### src/rtl/iarr_pkg.sv
// operation and status codes shared by the packed list unit
// no dependencies
`default_nettype none

package iarr_pkg;

   localparam logic [1:0] OP_INSERT = 2'd0;
   localparam logic [1:0] OP_REMOVE = 2'd1;
   localparam logic [1:0] OP_FIND   = 2'd2;

   localparam logic [1:0] ST_OK    = 2'd0;
   localparam logic [1:0] ST_RANGE = 2'd1;
   localparam logic [1:0] ST_FULL  = 2'd2;

   // fixed port widths of the request and response words
   localparam int POS_W   = 4;
   localparam int FPOS_W  = 3;
   localparam int COUNT_W = 4;
   localparam int REQ_VALUE_W = 32;

   typedef logic [1:0] opcode_type;
   typedef logic [1:0] status_type;

endpackage

`default_nettype wire

### src/rtl/iarr_ram.sv
// generic single write port, single read port ram with registered read data
// no dependencies
`default_nettype none

module iarr_ram #(
   parameter int WIDTH = 32,
   parameter int DEPTH = 8
) (
   input  wire logic                                   clock,
   input  wire logic                                   wr_en,
   input  wire logic [(DEPTH > 1 ? $clog2(DEPTH) : 1)-1:0] wr_addr,
   input  wire logic [WIDTH-1:0]                       wr_data,
   input  wire logic [(DEPTH > 1 ? $clog2(DEPTH) : 1)-1:0] rd_addr,
   output logic      [WIDTH-1:0]                       rd_data
);

   logic [WIDTH-1:0] mem [DEPTH];

   always_ff @(posedge clock) begin
      if (wr_en) begin
         mem[wr_addr] <= wr_data;
      end
      rd_data <= mem[rd_addr];
   end

endmodule

`default_nettype wire

### src/rtl/indexed_array_insert_remove_find_unit.sv
// top level of the packed list unit: control sequencer around one entry ram
// depends on iarr_pkg and iarr_ram
//
// request channel req_*: opcode, position, value; a word is taken at a clock
//   edge with req_valid high and req_stall low
// response channel rsp_*: status, found, found_position, entry_count; one
//   response word per request, in request order, held while rsp_stall is high
// insert moves entries up one at a time, remove moves them down, find scans
//   from position 0 and stops at the first match
// work: one request in work at a time, each moved or compared entry costs
//   one ram read; a rejected or unused opcode goes straight to the response
// reset: synchronous, active high; clears the entry count and the handshake
//   state, ram contents are left as they are (only written entries are read)
// stall: the next request is taken while a response waits; if the following
//   response is ready while one is still stalled, the sequencer holds in its
//   final step and takes no further request until the waiting word is taken
`default_nettype none

module indexed_array_insert_remove_find_unit
   import iarr_pkg::*;
#(
   parameter int DEPTH       = 8,
   parameter int VALUE_WIDTH = 32
) (
   input  wire logic                     clock,
   input  wire logic                     reset,

   input  wire logic                     req_valid,
   output logic                          req_stall,
   input  wire logic [1:0]               req_opcode,
   input  wire logic [POS_W-1:0]         req_position,
   input  wire logic signed [REQ_VALUE_W-1:0] req_value,

   output logic                          rsp_valid,
   input  wire logic                     rsp_stall,
   output logic [1:0]                    rsp_status,
   output logic                          rsp_found,
   output logic [FPOS_W-1:0]             rsp_found_position,
   output logic [COUNT_W-1:0]            rsp_entry_count
);

   localparam int ADDR_W = DEPTH > 1 ? $clog2(DEPTH) : 1;
   localparam int CNT_W  = $clog2(DEPTH + 1);
   localparam int CMP_W  = CNT_W > POS_W ? CNT_W : POS_W;
   localparam int OUTC_W = CNT_W > COUNT_W ? CNT_W : COUNT_W;
   localparam int OUTP_W = ADDR_W > FPOS_W ? ADDR_W : FPOS_W;

   typedef enum logic [2:0] {
      S_IDLE,
      S_INSERT,
      S_REMOVE,
      S_SEARCH,
      S_FINISH
   } state_type;

   state_type           state_ff, state_in;
   opcode_type          op_ff, op_in;
   logic [CNT_W-1:0]    pos_ff, pos_in;
   logic [VALUE_WIDTH-1:0] val_ff, val_in;
   status_type          status_ff, status_in;
   logic [CNT_W-1:0]    cnt_ff, cnt_in;
   logic [CNT_W-1:0]    cnt_new_ff, cnt_new_in;
   logic [CNT_W-1:0]    ptr_ff, ptr_in;
   logic                pend_ff, pend_in;
   logic [ADDR_W-1:0]   tag_ff, tag_in;
   logic                hit_ff, hit_in;

   logic                rsp_valid_ff, rsp_valid_in;
   status_type          rsp_status_ff, rsp_status_in;
   logic                rsp_found_ff, rsp_found_in;
   logic [FPOS_W-1:0]   rsp_fpos_ff, rsp_fpos_in;
   logic [COUNT_W-1:0]  rsp_count_ff, rsp_count_in;

   // ram ports
   logic                ram_wr_en;
   logic [ADDR_W-1:0]   ram_wr_addr;
   logic [VALUE_WIDTH-1:0] ram_wr_data;
   logic [ADDR_W-1:0]   ram_rd_addr;
   logic [VALUE_WIDTH-1:0] ram_rd_data;

   logic [VALUE_WIDTH-1:0] req_val_w;
   logic [CMP_W-1:0]    cmp_pos, cmp_cnt;
   logic [CNT_W-1:0]    ptr_plus, ptr_minus;
   logic [OUTC_W-1:0]   count_wide;
   logic [OUTP_W-1:0]   fpos_wide;

   // value is kept in its low VALUE_WIDTH bits, zero extended when wider
   generate
      if (VALUE_WIDTH <= REQ_VALUE_W) begin : g_val_trunc
         assign req_val_w = req_value[VALUE_WIDTH-1:0];
      end else begin : g_val_ext
         assign req_val_w = {{(VALUE_WIDTH-REQ_VALUE_W){1'b0}}, req_value};
      end
   endgenerate

   assign cmp_pos   = CMP_W'(req_position);
   assign cmp_cnt   = CMP_W'(cnt_ff);
   assign ptr_plus  = ptr_ff + 1'b1;
   assign ptr_minus = ptr_ff - 1'b1;
   assign count_wide = OUTC_W'(cnt_new_ff);
   assign fpos_wide  = OUTP_W'(tag_ff);

   iarr_ram #(
      .WIDTH (VALUE_WIDTH),
      .DEPTH (DEPTH)
   ) u_entries (
      .clock   (clock),
      .wr_en   (ram_wr_en),
      .wr_addr (ram_wr_addr),
      .wr_data (ram_wr_data),
      .rd_addr (ram_rd_addr),
      .rd_data (ram_rd_data)
   );

   always_comb begin
      state_in   = state_ff;
      op_in      = op_ff;
      pos_in     = pos_ff;
      val_in     = val_ff;
      status_in  = status_ff;
      cnt_in     = cnt_ff;
      cnt_new_in = cnt_new_ff;
      ptr_in     = ptr_ff;
      pend_in    = pend_ff;
      tag_in     = tag_ff;
      hit_in     = hit_ff;

      // a waiting response clears once taken
      rsp_valid_in  = rsp_valid_ff && rsp_stall;
      rsp_status_in = rsp_status_ff;
      rsp_found_in  = rsp_found_ff;
      rsp_fpos_in   = rsp_fpos_ff;
      rsp_count_in  = rsp_count_ff;

      // a pending move is written in the cycle after its read
      ram_wr_en   = 1'b0;
      ram_wr_addr = tag_ff;
      ram_wr_data = ram_rd_data;
      ram_rd_addr = ptr_ff[ADDR_W-1:0];

      unique case (state_ff)
         S_IDLE: begin
            if (req_valid) begin
               op_in      = req_opcode;
               pos_in     = CNT_W'(req_position);
               val_in     = req_val_w;
               status_in  = ST_OK;
               cnt_new_in = cnt_ff;
               pend_in    = 1'b0;
               tag_in     = '0;
               hit_in     = 1'b0;
               state_in   = S_FINISH;
               case (req_opcode)
                  OP_INSERT: begin
                     if (cmp_pos > cmp_cnt) begin
                        status_in = ST_RANGE;
                     end else if (cmp_cnt == CMP_W'(DEPTH)) begin
                        status_in = ST_FULL;
                     end else begin
                        ptr_in     = cnt_ff;
                        cnt_new_in = cnt_ff + 1'b1;
                        state_in   = S_INSERT;
                     end
                  end
                  OP_REMOVE: begin
                     if (cmp_pos >= cmp_cnt) begin
                        status_in = ST_RANGE;
                     end else begin
                        ptr_in     = CNT_W'(req_position);
                        cnt_new_in = cnt_ff - 1'b1;
                        state_in   = S_REMOVE;
                     end
                  end
                  OP_FIND: begin
                     ptr_in   = '0;
                     state_in = S_SEARCH;
                  end
                  default: begin
                     // unused opcode reports ok and leaves the list alone
                     status_in = ST_OK;
                  end
               endcase
            end
         end

         S_INSERT: begin
            ram_wr_en = pend_ff;
            if (ptr_ff > pos_ff) begin
               // move entry ptr-1 up into ptr
               ram_rd_addr = ptr_minus[ADDR_W-1:0];
               pend_in     = 1'b1;
               tag_in      = ptr_ff[ADDR_W-1:0];
               ptr_in      = ptr_minus;
            end else if (pend_ff) begin
               pend_in = 1'b0;
            end else begin
               // slot is open, drop the new word in
               ram_wr_en   = 1'b1;
               ram_wr_addr = pos_ff[ADDR_W-1:0];
               ram_wr_data = val_ff;
               state_in    = S_FINISH;
            end
         end

         S_REMOVE: begin
            ram_wr_en = pend_ff;
            if (ptr_plus < cnt_ff) begin
               // move entry ptr+1 down into ptr
               ram_rd_addr = ptr_plus[ADDR_W-1:0];
               pend_in     = 1'b1;
               tag_in      = ptr_ff[ADDR_W-1:0];
               ptr_in      = ptr_plus;
            end else if (pend_ff) begin
               pend_in = 1'b0;
            end else begin
               state_in = S_FINISH;
            end
         end

         S_SEARCH: begin
            if (pend_ff && (ram_rd_data == val_ff)) begin
               // tag still holds the address of the matching entry
               hit_in   = 1'b1;
               pend_in  = 1'b0;
               state_in = S_FINISH;
            end else if (ptr_ff < cnt_ff) begin
               ram_rd_addr = ptr_ff[ADDR_W-1:0];
               pend_in     = 1'b1;
               tag_in      = ptr_ff[ADDR_W-1:0];
               ptr_in      = ptr_plus;
            end else begin
               pend_in  = 1'b0;
               state_in = S_FINISH;
            end
         end

         S_FINISH: begin
            if (!rsp_valid_ff || !rsp_stall) begin
               rsp_valid_in  = 1'b1;
               rsp_status_in = status_ff;
               rsp_found_in  = hit_ff;
               rsp_fpos_in   = hit_ff ? fpos_wide[FPOS_W-1:0] : '0;
               rsp_count_in  = count_wide[COUNT_W-1:0];
               cnt_in        = cnt_new_ff;
               state_in      = S_IDLE;
            end
         end

         default: begin
            state_in = S_IDLE;
         end
      endcase
   end

   always_ff @(posedge clock) begin
      if (reset) begin
         state_ff     <= S_IDLE;
         cnt_ff       <= '0;
         pend_ff      <= 1'b0;
         rsp_valid_ff <= 1'b0;
      end else begin
         state_ff     <= state_in;
         cnt_ff       <= cnt_in;
         pend_ff      <= pend_in;
         rsp_valid_ff <= rsp_valid_in;
      end
      op_ff         <= op_in;
      pos_ff        <= pos_in;
      val_ff        <= val_in;
      status_ff     <= status_in;
      cnt_new_ff    <= cnt_new_in;
      ptr_ff        <= ptr_in;
      tag_ff        <= tag_in;
      hit_ff        <= hit_in;
      rsp_status_ff <= rsp_status_in;
      rsp_found_ff  <= rsp_found_in;
      rsp_fpos_ff   <= rsp_fpos_in;
      rsp_count_ff  <= rsp_count_in;
   end

   assign req_stall          = (state_ff != S_IDLE);
   assign rsp_valid          = rsp_valid_ff;
   assign rsp_status         = rsp_status_ff;
   assign rsp_found          = rsp_found_ff;
   assign rsp_found_position = rsp_fpos_ff;
   assign rsp_entry_count    = rsp_count_ff;

`ifndef SYNTHESIS
   // the stored count never goes past the list size
   a_count_bound: assert property (@(posedge clock) disable iff (reset)
      CMP_W'(cnt_ff) <= CMP_W'(DEPTH))
      else $error("entry count above DEPTH");

   // an accepted word always starts a sequence
   a_accept_busy: assert property (@(posedge clock) disable iff (reset)
      req_valid && !req_stall |=> state_ff != S_IDLE)
      else $error("accepted word did not start work");

   // the ram is only written while an insert or remove is in work
   a_write_in_op: assert property (@(posedge clock) disable iff (reset)
      ram_wr_en |-> (state_ff == S_INSERT || state_ff == S_REMOVE))
      else $error("ram write outside insert or remove");

   // a full status leaves the list at its size
   a_full_count: assert property (@(posedge clock) disable iff (reset)
      rsp_valid_ff && rsp_status_ff == ST_FULL |-> CMP_W'(cnt_ff) == CMP_W'(DEPTH))
      else $error("full status with list not full");

   // a match is only reported for a find that succeeded
   a_found_ok: assert property (@(posedge clock) disable iff (reset)
      state_ff == S_FINISH && hit_ff |-> op_ff == OP_FIND && status_ff == ST_OK)
      else $error("match flagged outside a find");
`endif

endmodule

`default_nettype wire
### config.mk
export PLATFORM = sky130hd
export DESIGN_NAME = indexed_array_insert_remove_find_unit
export DESIGN_NICKNAME = d
export VERILOG_FILES = /design/src/rtl/iarr_pkg.sv /design/src/rtl/iarr_ram.sv /design/src/rtl/indexed_array_insert_remove_find_unit.sv
export SDC_FILE = /design/constraint.sdc
export NUM_CORES = 1
export LEC_CHECK = 0
export ABC_AREA = 1
export BUFFER_PORTS_ARGS = -buffer_cell sky130_fd_sc_hd__buf_2
export CAP_MARGIN = 20
export CELL_PAD_IN_SITES_DETAIL_PLACEMENT = 1
export CELL_PAD_IN_SITES_GLOBAL_PLACEMENT = 1
export CORE_MARGIN = 5
export CORE_UTILIZATION = 35
export DETAILED_ROUTE_END_ITERATION = 8
export PLACE_DENSITY = 0.67
export SYNTH_ARGS = -nofsm -noshare
export SYNTH_HDL_FRONTEND = slang
export SYNTH_SLANG_ARGS = --single-unit
export TNS_END_PERCENT = 100
### constraint.sdc
create_clock -name clock -period 10.3 [get_ports clock]
set_input_delay 0 -clock clock [delete_from_list [all_inputs] [get_ports clock]]
set_output_delay 0 -clock clock [all_outputs]
set_load 0.02 [all_outputs]
==> reports/results.ini <==
[run_status]
status=complete, no violations

[logic_synthesis]
synthCells=1358
yosysUniqueCellTypes=36
syn_area_per_cell_sq_um=11.3
syn-num-nets=1422
synth-async-reset-ratio_pct=0
ys_seq_area_share_pct=66.9
synth-edff-count=316
ys_seq_elements=357
synth_top_area_share_pct=61.6
synth.area.top_cells=edfxtp_1 62%, nand3_1 10%, nand2_1 7.2%, dfxtp_1 5.3%, nand3_2 2.3%
netlist_area_sq_mm=0.0154
yosysTopAreaCell=edfxtp_1
synthFlopType=edfxtp_1
synth_warnings=0

[sta]
setup_viol_count_final=0
period_share_pct=40.0
timing.final.ws_setup_ns=6.18
period_needed_ns=4.12
fmax_ghz=0.243
fin_skew_ns=0.0194
slew_viol_final=0
worstMarginPinSlew_ns=1.13
tns_ns=0
final_hold_viol_count=0
rsz0062_at_grt=false
slew_headroom_pct=24.4

[route]
detail_route.iter0.violations=545
drt_first_pass_iters=4
vias=10382
via_per_inst=5.04
wl_mm=39.4
drcViolationCount=0
ant_nets=0
routedWlPerCell_um=19.1

[worst_setup_path]
regToRegSetupSlack_ns=6.18
ff2ff_path_depth=14
end_kind=flip-flop
r2r_start=ptr_ff[0]$_DFFE_PP_
crit_required_ns=10.80
worstPathCellList=inv_1 -> ha_1 -> ha_1 -> nand2_1 -> nand2_1 -> nand3_1 -> nand3_2 -> nand3_4 -> nand2_4 -> buf_4 -> nand2_1 -> nand3_1 -> nand3_1 -> nand2_1
cpPeakStageDelay_ns=0.79
path_class=reg -> reg
worstReg2RegEnd=u_entries.rd_data[13]$_DFF_P_
crit_path_start_kind=flip-flop
crit_fanout=78
crit_path_frequent_cell=nand2_1
worstPathArrival_ns=4.62
cp_slowest_cell=buf_4

[clock_tree]
htreeDepth=2
root_buffer=clkbuf_16
numCtsBuffers=41
cts_tree=built
worstSkewPairLatency_ns=0.56
cts_setup_buffers=0
cts.repair.resized=0
cts_sinks=357
cts.reportedPaths.clkPinSlew_ns=0.06
clock_path_buffers=3

[floorplanning]
die_w_um=220
num_rows=76
die_area_sq_mm=0.0483
start_util_pct=35.5
io_pins=54
fp.dieH_um=220
core_sq_mm=0.0434

[global_routing]
grt_max_degree=97
grt_util_all_layers_pct=16.4
grt_pass1_wl_mm=62.2
gr-total-overflow=0
grt_pass1_vias=11043
antenna_found_initial=0

[pwr]
irDropWorstVdd_v=0.000237
powerDensity_mw_per_mm2=347
p_leak_nw=6.89

[cells_and_area]
nNetsFinal=1507
layout-drive-gt1-share_pct=13.4
fillers=4722
num_antenna_cells=0
syn_to_final_growth_pct=16.7

[hold_path]
min_delay_path_depth=2
hp-start=req_value[18]
min_path_type=in -> reg
whs_endpoint=val_ff[18]$_DFFE_PP_

[placed_design]
hpwl_mm=23.0
dp_slack_ns=6.16
gp_congestion=0.804
portBuffers=53

[job]
drv_cap=0

layout by cell type (no fill, tap or decap), types with 13 or more instances in the layout:
cell type and instances:
ha_1 22, nand2_1 295, nand3_2 35, dlygate4sd3_1 42, nand3_1 310, nor2_1 34, dfxtp_1 41, clkbuf_16 42
a21oi_1 19, edfxtp_1 316, buf_4 13, inv_1 92, buf_2 53, o21ai_0 54
cell families after synthesis:
kind of cell | count (synthesis) | share of synthesized area, %
compound gates | 83 | 2.90
fa+ha+maj | 22 | 1.79
mux | 9 | 0.658
buf+inv | 167 | 5.23
simple gates | 704 | 21.6
xor+xnor | 16 | 0.909
flops | 357 | 66.9
layout make-up:
class                   count  area, sq um  area share [%]
flip-flops and latches    357        10300            57.3
multi-input cells         834         4380            24.4
clock buffers              54         1130            6.26
repair buffers            111          858            4.77
well taps                 585          732            4.07
inverters                  98          375            2.09
clock inverters            22          206            1.15
per-stage QoR:
stage               power, mW  util, %  hold WS (ns)  instance area, sq um  instances
global route             6.72     41.5         0.127                 18000       2061
detailed placement       4.87     37.4         0.178                 16200       1943
CTS                      6.35     41.5         0.122                 18000       2061
finish                   6.25     41.5         0.156                 18000       2061
global placement         4.77     37.3         0.173                 16200       1940
floorplan                4.18        -        0.0691                 15400       1358
worst max path at each step:
stage                             start                             to  slack (ns)  cells past startpoint
detailed placement  ptr_ff[0]$_DFFE_PP_  u_entries.rd_data[13]$_DFF_P_        6.16                     14
CTS                 ptr_ff[0]$_DFFE_PP_  u_entries.rd_data[13]$_DFF_P_        6.16                     14
global placement    ptr_ff[0]$_DFFE_PP_  u_entries.rd_data[12]$_DFF_P_        6.25                     14
floorplan           ptr_ff[2]$_DFFE_PP_  u_entries.mem[4][0]$_DFFE_PP_        6.74                     12
global route        ptr_ff[0]$_DFFE_PP_   u_entries.rd_data[5]$_DFF_P_        5.81                     14
finish              ptr_ff[0]$_DFFE_PP_  u_entries.rd_data[13]$_DFF_P_        6.18                     14
what timing repair did:
| action | 4_1_cts | 5_1_grt |
|---|---|---|
| hold buffers | 42 | 0 |
| hold endpoints to repair | 74 | 0 |
| setup endpoints to repair | 0 | 0 |
registers in the layout, indices dropped and copies added, names as in the netlist:
| signal | flops |
|---|---|
| cmp_cnt | 4 |
| rsp_found | 1 |
| u_entries.rd_data | 32 |
| fpos_wide | 3 |
| rsp_status | 2 |
| status_ff | 2 |
| u_entries.mem | 256 |
| state_ff | 3 |
| pos_ff | 4 |
| rsp_found_position | 3 |
| ptr_ff | 4 |
| rsp_valid | 1 |
| rsp_entry_count | 4 |
| hit_ff | 1 |
| pend_ff | 1 |
| cnt_new_ff | 4 |
| val_ff | 32 |
Yosys cell counts, types with 3 or more instances:
library cell and instances:
a21oi_1 19, a31oi_1 3, buf_2 47, buf_4 8, buf_6 8, clkbuf_1 4, dfxtp_1 41, edfxtp_1 316
ha_1 22, inv_1 92, inv_2 4, mux2_2 9, nand2_1 295, nand2_2 3, nand3_1 311, nand3_2 35
nand4_1 8, nor2_1 43, o211ai_1 3, o21ai_0 54, xnor2_1 10, xor2_1 6
where the power goes:
group | internal (mW) | leakage (nW) | switching, mW
logic | 0.729 | 3.01 | 1.86
registers | 2.09 | 3.23 | 0.133
clock network | 0.850 | 0.660 | 0.587
total | 3.67 | 6.89 | 2.58
worst max-delay path, delay by kind of cell, from the launching register on:
family / cells / cell delay (ns)
fa+ha+maj: 2 / 0.69
buf+inv: 2 / 0.98
flops: 1 / 0.49
simple gates: 10 / 1.83
metal layers:
layer,wire length (um),share of wire [%],track usage (%)
met2,19500,49,28.5
met5,0,0,0
met1,17700,45,21.5
met4,723,1.8,3.68
met3,1460,3.7,2.94
Power figures use the tool's default switching activity.
